--- config.mk ---
export PLATFORM = sky130hd
export DESIGN_NAME = sorted_priority_queue
export DESIGN_NICKNAME = d
export VERILOG_FILES = /design/src/design/spq_pkg.sv /design/src/design/spq_controller.sv /design/src/design/spq_datapath.sv /design/src/design/sorted_priority_queue.sv
export SDC_FILE = /design/constraint.sdc
export NUM_CORES = 2
export LEC_CHECK = 0
export BUFFER_PORTS_ARGS = -buffer_cell sky130_fd_sc_hd__buf_2
export CORE_AREA = 2 2 349 351
export DETAILED_ROUTE_END_ITERATION = 10
export DIE_AREA = 0 0 351 353
export PLACE_DENSITY = 0.59
export RECOVER_POWER = 50
export SLEW_MARGIN = 20
export SYNTH_ARGS = -nofsm -noshare
export SYNTH_HDL_FRONTEND = slang
export SYNTH_SLANG_ARGS = --single-unit
export TNS_END_PERCENT = 20
--- constraint.sdc ---
create_clock -name clock -period 6.9 [get_ports clock]
set_clock_uncertainty 0.1 [all_clocks]
set_input_delay 1.725 -clock clock [delete_from_list [all_inputs] [get_ports clock]]
set_output_delay 1.725 -clock clock [all_outputs]
set_load 0.05 [all_outputs]
--- src/design/spq_pkg.sv ---
// Shared types, command and status codes for the sorted priority queue.
`timescale 1ns / 1ps

package spq_pkg;

   // Default number of entries the queue holds.
   localparam int DEPTH_DEFAULT = 16;

   // Command codes carried in the request beat.
   localparam logic [2:0] CMD_ENQUEUE        = 3'd0;
   localparam logic [2:0] CMD_DEQUEUE        = 3'd1;
   localparam logic [2:0] CMD_REMOVE_EXACT   = 3'd2;
   localparam logic [2:0] CMD_REMOVE_ATLEAST = 3'd3;
   localparam logic [2:0] CMD_CLEAR          = 3'd4;

   // Status codes carried in the response beat.
   localparam logic [1:0] STATUS_OK    = 2'd0;
   localparam logic [1:0] STATUS_EMPTY = 2'd1;
   localparam logic [1:0] STATUS_FULL  = 2'd2;

   // Request beat.
   typedef struct packed {
      logic [2:0]          cmd;
      logic [7:0]          priority_req;
      logic signed [31:0]  item_value;
   } spq_req_type;

   // Response beat.
   typedef struct packed {
      logic [1:0]          status;
      logic [7:0]          out_priority;
      logic signed [31:0]  out_value;
      logic [4:0]          entry_count;
   } spq_rsp_type;

   // Controller states, one-hot.
   typedef enum logic [3:0] {
      ST_IDLE    = 4'b0001,
      ST_COMPARE = 4'b0010,
      ST_SELECT  = 4'b0100,
      ST_UPDATE  = 4'b1000
   } spq_state_type;

   // Step commands from the controller to the datapath.
   typedef struct packed {
      logic load;
      logic compare;
      logic select;
      logic update;
   } spq_ctl_type;

endpackage

--- src/design/spq_controller.sv ---
// Sequencing state machine for the sorted priority queue.
`timescale 1ns / 1ps

module spq_controller (
   input  logic                clock,
   input  logic                reset,
   input  logic                start,
   output logic                busy,
   output spq_pkg::spq_ctl_type ctl
);
   import spq_pkg::*;

   spq_state_type state_ff, state_in;

   // Next-state logic: one pass of compare, select and update per command.
   always_comb begin
      state_in = state_ff;
      case (state_ff)
         ST_IDLE: begin
            if (start) state_in = ST_COMPARE;
         end
         ST_COMPARE: state_in = ST_SELECT;
         ST_SELECT:  state_in = ST_UPDATE;
         ST_UPDATE:  state_in = ST_IDLE;
         default:    state_in = ST_IDLE;
      endcase
   end

   // State register.
   always_ff @(posedge clock) begin
      if (reset) state_ff <= ST_IDLE;
      else       state_ff <= state_in;
   end

   // Step commands and the busy flag.
   always_comb begin
      busy        = (state_ff != ST_IDLE);
      ctl.load    = (state_ff == ST_IDLE) && start;
      ctl.compare = (state_ff == ST_COMPARE);
      ctl.select  = (state_ff == ST_SELECT);
      ctl.update  = (state_ff == ST_UPDATE);
   end

endmodule

--- src/design/spq_datapath.sv ---
// Sorted slot array with per-slot compare, match select and shift logic.
`timescale 1ns / 1ps

module spq_datapath #(
   parameter int Depth = spq_pkg::DEPTH_DEFAULT
) (
   input  logic                 clock,
   input  logic                 reset,
   input  spq_pkg::spq_ctl_type ctl,
   input  spq_pkg::spq_req_type req_data,
   output logic                 rsp_strobe,
   output spq_pkg::spq_rsp_type rsp_data
);
   import spq_pkg::*;

   localparam int CountW = $clog2(Depth + 1);

   // Captured command.
   spq_req_type         op_ff;

   // Slot storage; only slots marked valid are ever read out.
   logic [7:0]          pri_ff [Depth];
   logic signed [31:0]  val_ff [Depth];
   logic [Depth-1:0]    valid_ff, valid_in;
   logic [CountW-1:0]   count_ff, count_in;

   // Compare and select results.
   logic [Depth-1:0]    region_ff, region_in;
   logic [Depth-1:0]    eq_ff, eq_in;
   logic [Depth-1:0]    first;
   logic [Depth-1:0]    open;
   logic                found_ff, found_in;
   logic                full_ff;
   logic [7:0]          sel_pri_ff, sel_pri_in;
   logic signed [31:0]  sel_val_ff, sel_val_in;

   // Response register.
   spq_rsp_type         rsp_ff, rsp_in;
   logic                strobe_ff;

   // Capture the request beat.
   always_ff @(posedge clock) begin
      if (ctl.load) op_ff <= req_data;
   end

   // Per-slot compares. The region is the run of slots that move: it is a
   // suffix of the valid prefix because the slots are sorted.
   always_comb begin
      for (int i = 0; i < Depth; i++) begin
         eq_in[i] = valid_ff[i] && (pri_ff[i] == op_ff.priority_req);
         case (op_ff.cmd)
            CMD_ENQUEUE:     region_in[i] = valid_ff[i] && (pri_ff[i] > op_ff.priority_req);
            CMD_DEQUEUE:     region_in[i] = valid_ff[i];
            CMD_REMOVE_EXACT,
            CMD_REMOVE_ATLEAST:
                             region_in[i] = valid_ff[i] && (pri_ff[i] >= op_ff.priority_req);
            default:         region_in[i] = 1'b0;
         endcase
      end
   end

   always_ff @(posedge clock) begin
      if (ctl.compare) begin
         region_ff <= region_in;
         eq_ff     <= eq_in;
      end
   end

   // The first slot of the region is the removal candidate.
   assign first = region_ff & ~{region_ff[Depth-2:0], 1'b0};
   // Slots at or past the insertion point.
   assign open  = region_ff | ~valid_ff;

   // One-hot select of the candidate entry.
   always_comb begin
      found_in   = 1'b0;
      sel_pri_in = '0;
      sel_val_in = '0;
      for (int i = 0; i < Depth; i++) begin
         if (first[i] && ((op_ff.cmd != CMD_REMOVE_EXACT) || eq_ff[i])) begin
            found_in   = 1'b1;
            sel_pri_in = sel_pri_in | pri_ff[i];
            sel_val_in = sel_val_in | val_ff[i];
         end
      end
   end

   always_ff @(posedge clock) begin
      if (ctl.select) begin
         found_ff   <= found_in;
         full_ff    <= valid_ff[Depth-1];
         sel_pri_ff <= sel_pri_in;
         sel_val_ff <= sel_val_in;
      end
   end

   // Slot cells: shift right on insert, shift left on removal.
   for (genvar g = 0; g < Depth; g++) begin : g_slot
      logic        take_prev, take_new, take_next;
      logic [7:0]  prev_pri, next_pri;
      logic signed [31:0] prev_val, next_val;

      if (g == 0) begin : g_head
         assign take_prev = 1'b0;
         assign prev_pri  = '0;
         assign prev_val  = '0;
      end else begin : g_body
         assign take_prev = open[g-1];
         assign prev_pri  = pri_ff[g-1];
         assign prev_val  = val_ff[g-1];
      end

      if (g == Depth - 1) begin : g_tail
         assign take_next = 1'b0;
         assign next_pri  = '0;
         assign next_val  = '0;
      end else begin : g_inner
         assign take_next = region_ff[g];
         assign next_pri  = pri_ff[g+1];
         assign next_val  = val_ff[g+1];
      end

      assign take_new = open[g];

      always_ff @(posedge clock) begin
         if (ctl.update) begin
            case (op_ff.cmd)
               CMD_ENQUEUE: begin
                  if (!full_ff) begin
                     if (take_prev) begin
                        pri_ff[g] <= prev_pri;
                        val_ff[g] <= prev_val;
                     end else if (take_new) begin
                        pri_ff[g] <= op_ff.priority_req;
                        val_ff[g] <= op_ff.item_value;
                     end
                  end
               end
               CMD_DEQUEUE, CMD_REMOVE_EXACT, CMD_REMOVE_ATLEAST: begin
                  if (found_ff && take_next) begin
                     pri_ff[g] <= next_pri;
                     val_ff[g] <= next_val;
                  end
               end
               default: begin
               end
            endcase
         end
      end
   end

   // Occupancy and response for the update step.
   always_comb begin
      valid_in = valid_ff;
      count_in = count_ff;
      rsp_in.status       = STATUS_OK;
      rsp_in.out_priority = '0;
      rsp_in.out_value    = '0;
      case (op_ff.cmd)
         CMD_ENQUEUE: begin
            if (full_ff) begin
               rsp_in.status = STATUS_FULL;
            end else begin
               valid_in            = {valid_ff[Depth-2:0], 1'b1};
               count_in            = count_ff + 1'b1;
               rsp_in.out_priority = op_ff.priority_req;
               rsp_in.out_value    = op_ff.item_value;
            end
         end
         CMD_DEQUEUE, CMD_REMOVE_EXACT, CMD_REMOVE_ATLEAST: begin
            if (found_ff) begin
               valid_in            = {1'b0, valid_ff[Depth-1:1]};
               count_in            = count_ff - 1'b1;
               rsp_in.out_priority = sel_pri_ff;
               rsp_in.out_value    = sel_val_ff;
            end else begin
               rsp_in.status = STATUS_EMPTY;
            end
         end
         CMD_CLEAR: begin
            valid_in = '0;
            count_in = '0;
         end
         default: begin
         end
      endcase
      rsp_in.entry_count = 5'(count_in);
   end

   // Control registers.
   always_ff @(posedge clock) begin
      if (reset) begin
         valid_ff  <= '0;
         count_ff  <= '0;
         strobe_ff <= 1'b0;
      end else begin
         strobe_ff <= ctl.update;
         if (ctl.update) begin
            valid_ff <= valid_in;
            count_ff <= count_in;
         end
      end
   end

   // Response payload register.
   always_ff @(posedge clock) begin
      if (ctl.update) rsp_ff <= rsp_in;
   end

   assign rsp_strobe = strobe_ff;
   assign rsp_data   = rsp_ff;

endmodule

--- src/design/sorted_priority_queue.sv ---
// Top level of the sorted priority queue: controller plus slot datapath.
`timescale 1ns / 1ps
// The response beat is registered after the update step; busy is high for the compare, select and
// update steps, so the block takes no new command until the current one is through, and the next
// command may start in the cycle the response is shown.
// The response is held for exactly one cycle and the receiver cannot stall it.
// Reset (synchronous, active high) empties the queue and returns to idle at once.

module sorted_priority_queue #(
   parameter int DEPTH = spq_pkg::DEPTH_DEFAULT
) (
   input  logic                 clock,
   input  logic                 reset,
   input  logic                 start,
   output logic                 busy,
   input  spq_pkg::spq_req_type req_data,
   output logic                 rsp_strobe,
   output spq_pkg::spq_rsp_type rsp_data
);
   import spq_pkg::*;

   spq_ctl_type ctl;

   // Step sequencer.
   spq_controller u_ctrl (
      .clock (clock),
      .reset (reset),
      .start (start),
      .busy  (busy),
      .ctl   (ctl)
   );

   // Sorted slot storage and match logic.
   spq_datapath #(
      .Depth (DEPTH)
   ) u_dp (
      .clock      (clock),
      .reset      (reset),
      .ctl        (ctl),
      .req_data   (req_data),
      .rsp_strobe (rsp_strobe),
      .rsp_data   (rsp_data)
   );

endmodule

==> results.txt <==
----------------------------------------------------
[Status]
  Result of the run ... finished, violations left
  Violations in the final reports ... capacitance limit, slew limit

[Pwr]
  Largest voltage drop on the vdd net ... 0.207 mV
  Static Leakage ... roughly 22 nW
  Power Dens Cells ... 212 nW/um^2
  Post-route total power ... 11.1 mW

[Routing]
  Number of search-and-repair iterations in the first detailed-routing pass ... 8
  Total Routed Length ... 201000 um
  Number of vias per cell ... between 6 and 7
  Detail-routed net length per standard cell ... 32.8 um
  Vias after detailed routing ... slightly above 40k
  Number of design rule violations left after detail routing ... 0
  Detailed Route Iter0 Violations ... 6744
  Post-route antenna net violation count ... 0

[Worst hold path]
  Hold Crit Start ... u_dp.sel_pri_ff[4]
  Hold WC Path Type ... flip-flop to flip-flop

[Synthesis]
  Area of the mapped netlist ... 47800 sq um
  Cells after synthesis ... 4553
  Proportion of synthesized chip area in sequential cells ... 51.6%
  Number of warnings reported in the yosys synthesis log ... 0
  Most common library cells after synthesis ... edfxtp_1 (804), nor2_1 (613), a21oi_1 (478)
  Yosys reg bits ... 830
  Yosys top cell area share ... 50.6%
  Synthesized area per cell ... 10.5 sq um
  Number of nets in the synthesized netlist ... about 4.7k
  Top area cells in the synthesized netlist ... edfxtp_1 (51%), mux2i_1 (9.2%), and3_1 (6.0%)
  EDFF count, synth ... 804
  Dominant synthesized flop cell ... edfxtp_1
  Cell with the most instances after synthesis ... edfxtp_1
  Largest area contributor in the synthesized netlist ... edfxtp_1
  Number of unique standard cell types used by synthesis ... 67
  Share of flip-flops with an asynchronous set or reset ... 0%

[Global routing]
  Antenna violations before repair ... 17
  Residual overflow from global routing ... 0
  GRT Overall Usage ... 31.6%
  Vias in the first global route ... 38.7k
  Global-route wire length before repair ... 283000 um
  Largest net degree at the start of global routing ... 82

[Floorplan]
  Horizontal extent of the die ... 351 um
  Vert. Die Dim ... 353 um
  Standard cell core area ... 121000 sq um
  Die Footprint ... approximately 120000 sq um
  Starting density of the core ... 39.6%
  Cell Rows ... about 130
  I/O Pins ... 95

[Timing]
  RSZ-0062 raised after global routing ... false
  Hold Worst Slack ... 0.427 ns
  Post-route minimum period ... 5.46 ns
  Period utilization ... 79.2%
  Highest clock frequency the design can meet ... 183 MHz
  Pin slew with the least headroom to its limit ... 4.60 ns
  Max-slew violation count ... between 500 and 600
  Worst max-slew margin expressed relative to the limit ... -207%
  Total of endpoints with negative setup slack in the final report ... 0
  Final hold viol count ... 0
  Fin Setup TNS ... 0 ns

[Clock tree]
  CTS resizes ... 0
  Maximum level of the CTS H-tree ... 3
  Root Buffer Master ... clkbuf_16
  TritonCTS Buffers ... 96
  CTS max path bufs ... 3
  Clock input transition at the sequential cells of the worst setup and hold paths ... 0.06 ns
  Clock latency on the worst-skew pair ... 0.69 ns
  Number of setup buffers added after CTS ... 0
  Number of hold-repair buffers added at the cts stage ... 0
  CTS tree ... done
  Clock net sink count ... between 800 and 900

[Layout]
  Share of final-layout standard cells stronger than drive strength 1 ... between 8 and 9%
  Count of filler cells inserted in the layout ... 11.5k
  Sequential cell area ... 24700 sq um
  Total non-filler cell area in the finished layout ... between 50000 and 60000 sq um
  Final net count ... about 4.6k
  Area of the multi-input gates ... 21300 sq um
  Growth of design area from synthesis to finish ... 9.74%
  Non-filler cells in the finished layout ... 6136

[Placed design]
  Sum of net half-perimeters after detailed placement ... 112000 um
  Number of cells after detailed placement ... 5952
  Number of port buffers ... 94
  Final estimated routing congestion in global placement ... 0.951
  Placed Instance Area ... 49600 sq um

[Setup path]
  Endpoint arrival time on the critical path ... 5.84 ns
  Worst path bufs/invs ... 1
  Kind of end point of the critical path ... flip-flop
  Setup Crit Path Kind ... flip-flop to flip-flop
  Critical Path Slowest Stage Cell ... clkbuf_1
  Ordered cell list for the critical path ... nor2_1 > nor2_4 > clkbuf_1 > nand2_1 > o21ai_0
  Critical path startpoint category ... flip-flop
  Slowest cell delay on critical path ... 2.51 ns
  Startpoint of the worst setup timing path ... u_dp.op_ff[41]
  Gate family responsible for the most delay along the worst path ... buffers and inverters
  Reg2Reg Launch Point ... u_dp.op_ff[41]
  Required time worst endpoint ... 7.28 ns
  CP Max Fanout ... 40

[Job]
  Max-cap violations ... 16

----------------------------------------------------
worst reg2reg max path, cell delays in order, from the launching register on:
cell,delay [ns]
edfxtp_1,0.82
nor2_1,0.41
nor2_4,0.26
clkbuf_1,2.51
nand2_1,0.81
o21ai_0,0.34
kinds of logic after synthesis:
logic type | synth area share [%]
XOR/XNOR | 0.0183
AO/OA/AOI/OAI | 12.8
AND/OR/NAND/NOR | 16.8
multiplexers | 11.0
flip-flops | 51.6
adder cells (fa/ha/maj) | 3.41
buffers and inverters | 4.41
sequential cells by signal, summed over array words and instances (netlist names):
name / cells
u_dp.val_ff: 512
u_dp.pri_ff: 128
u_dp.rsp_data: 47
u_dp.op_ff: 43
u_dp.sel_val_ff: 32
u_dp.eq_ff: 16
u_dp.region_ff: 16
u_dp.valid_ff: 16
u_dp.sel_pri_ff: 8
u_dp.count_ff: 5
u_ctrl.state_ff: 4
u_dp.found_ff: 1
u_dp.full_ff: 1
u_dp.rsp_strobe: 1
routing by layer:
layer | track usage [%] | share of wire [%] | routed length [um] | vias up
met3 | 7.63 | 13 | 26000 | 752
met2 | 47.2 | 43 | 86400 | 3291
met1 | 42.1 | 38 | 76100 | 19900
met4 | 17.1 | 6.2 | 12500 | 10
li1 | - | - | - | 17000
met5 | 0 | 0.031 | 63 | -
through the flow:
stage          utilization (%)  setup WS, ns
2_1_floorplan                -          1.37
3_5_place_dp              41.1          2.77
3_3_place_gp              41.1          2.77
6_report                  43.5          1.44
5_1_grt                   43.4          1.33
4_1_cts                   43.6          2.74
cell type report:
class	count	area share [%]
Sequential cell	830	47.1
Multi-Input combinational cell	3232	40.7
Clock buffer	126	4.94
Tap cell	1625	3.88
Timing Repair Buffer	204	2.27
Clock inverter	47	0.630
Inverter	62	0.446
Antenna cell	10	0.0478
layout by cell type (no fill, tap or decap), drive strengths merged, types with 9 or more instances in the layout:
cell / netlist / layout
a2111oi: 144 / 144
a211o: 10 / 10
a211oi: 24 / 24
a21o: 19 / 19
a21oi: 478 / 478
a22o: 34 / 34
a22oi: 15 / 15
a31oi: 133 / 133
and2: 13 / 13
and3: 456 / 456
and4: 15 / 15
buf: 109 / 127
clkbuf: 320 / 203
clkinv: 0 / 38
dfxtp: 26 / 26
diode: 0 / 10
edfxtp: 804 / 804
ha: 130 / 130
inv: 62 / 65
mux2: 74 / 74
mux2i: 440 / 440
nand2: 263 / 263
nand2b: 17 / 17
nand3: 49 / 49
nand4: 69 / 69
nor2: 613 / 613
nor2b: 29 / 29
nor3: 20 / 20
o211ai: 9 / 9
o21ai: 58 / 58
or3: 11 / 11
or4b: 23 / 23
final timing paths:
path,slack (ns),endpoint,cells after the start
worst max-delay path,1.44,u_dp.rsp_data[39],5
worst max register to register,1.44,u_dp.rsp_data[39],5
worst min-delay path,0.43,u_dp.rsp_data[41],2
worst min register to register,0.43,u_dp.rsp_data[41],2
report_power, final:
group	internal, mW	leakage, nW	switching (mW)
clock	2.78	1.44	2.20
combinational	0.157	13.4	0.352
sequential	5.50	7.44	0.106
total	8.43	22.3	2.66
No activity file was read; power rests on OpenSTA's default activity.
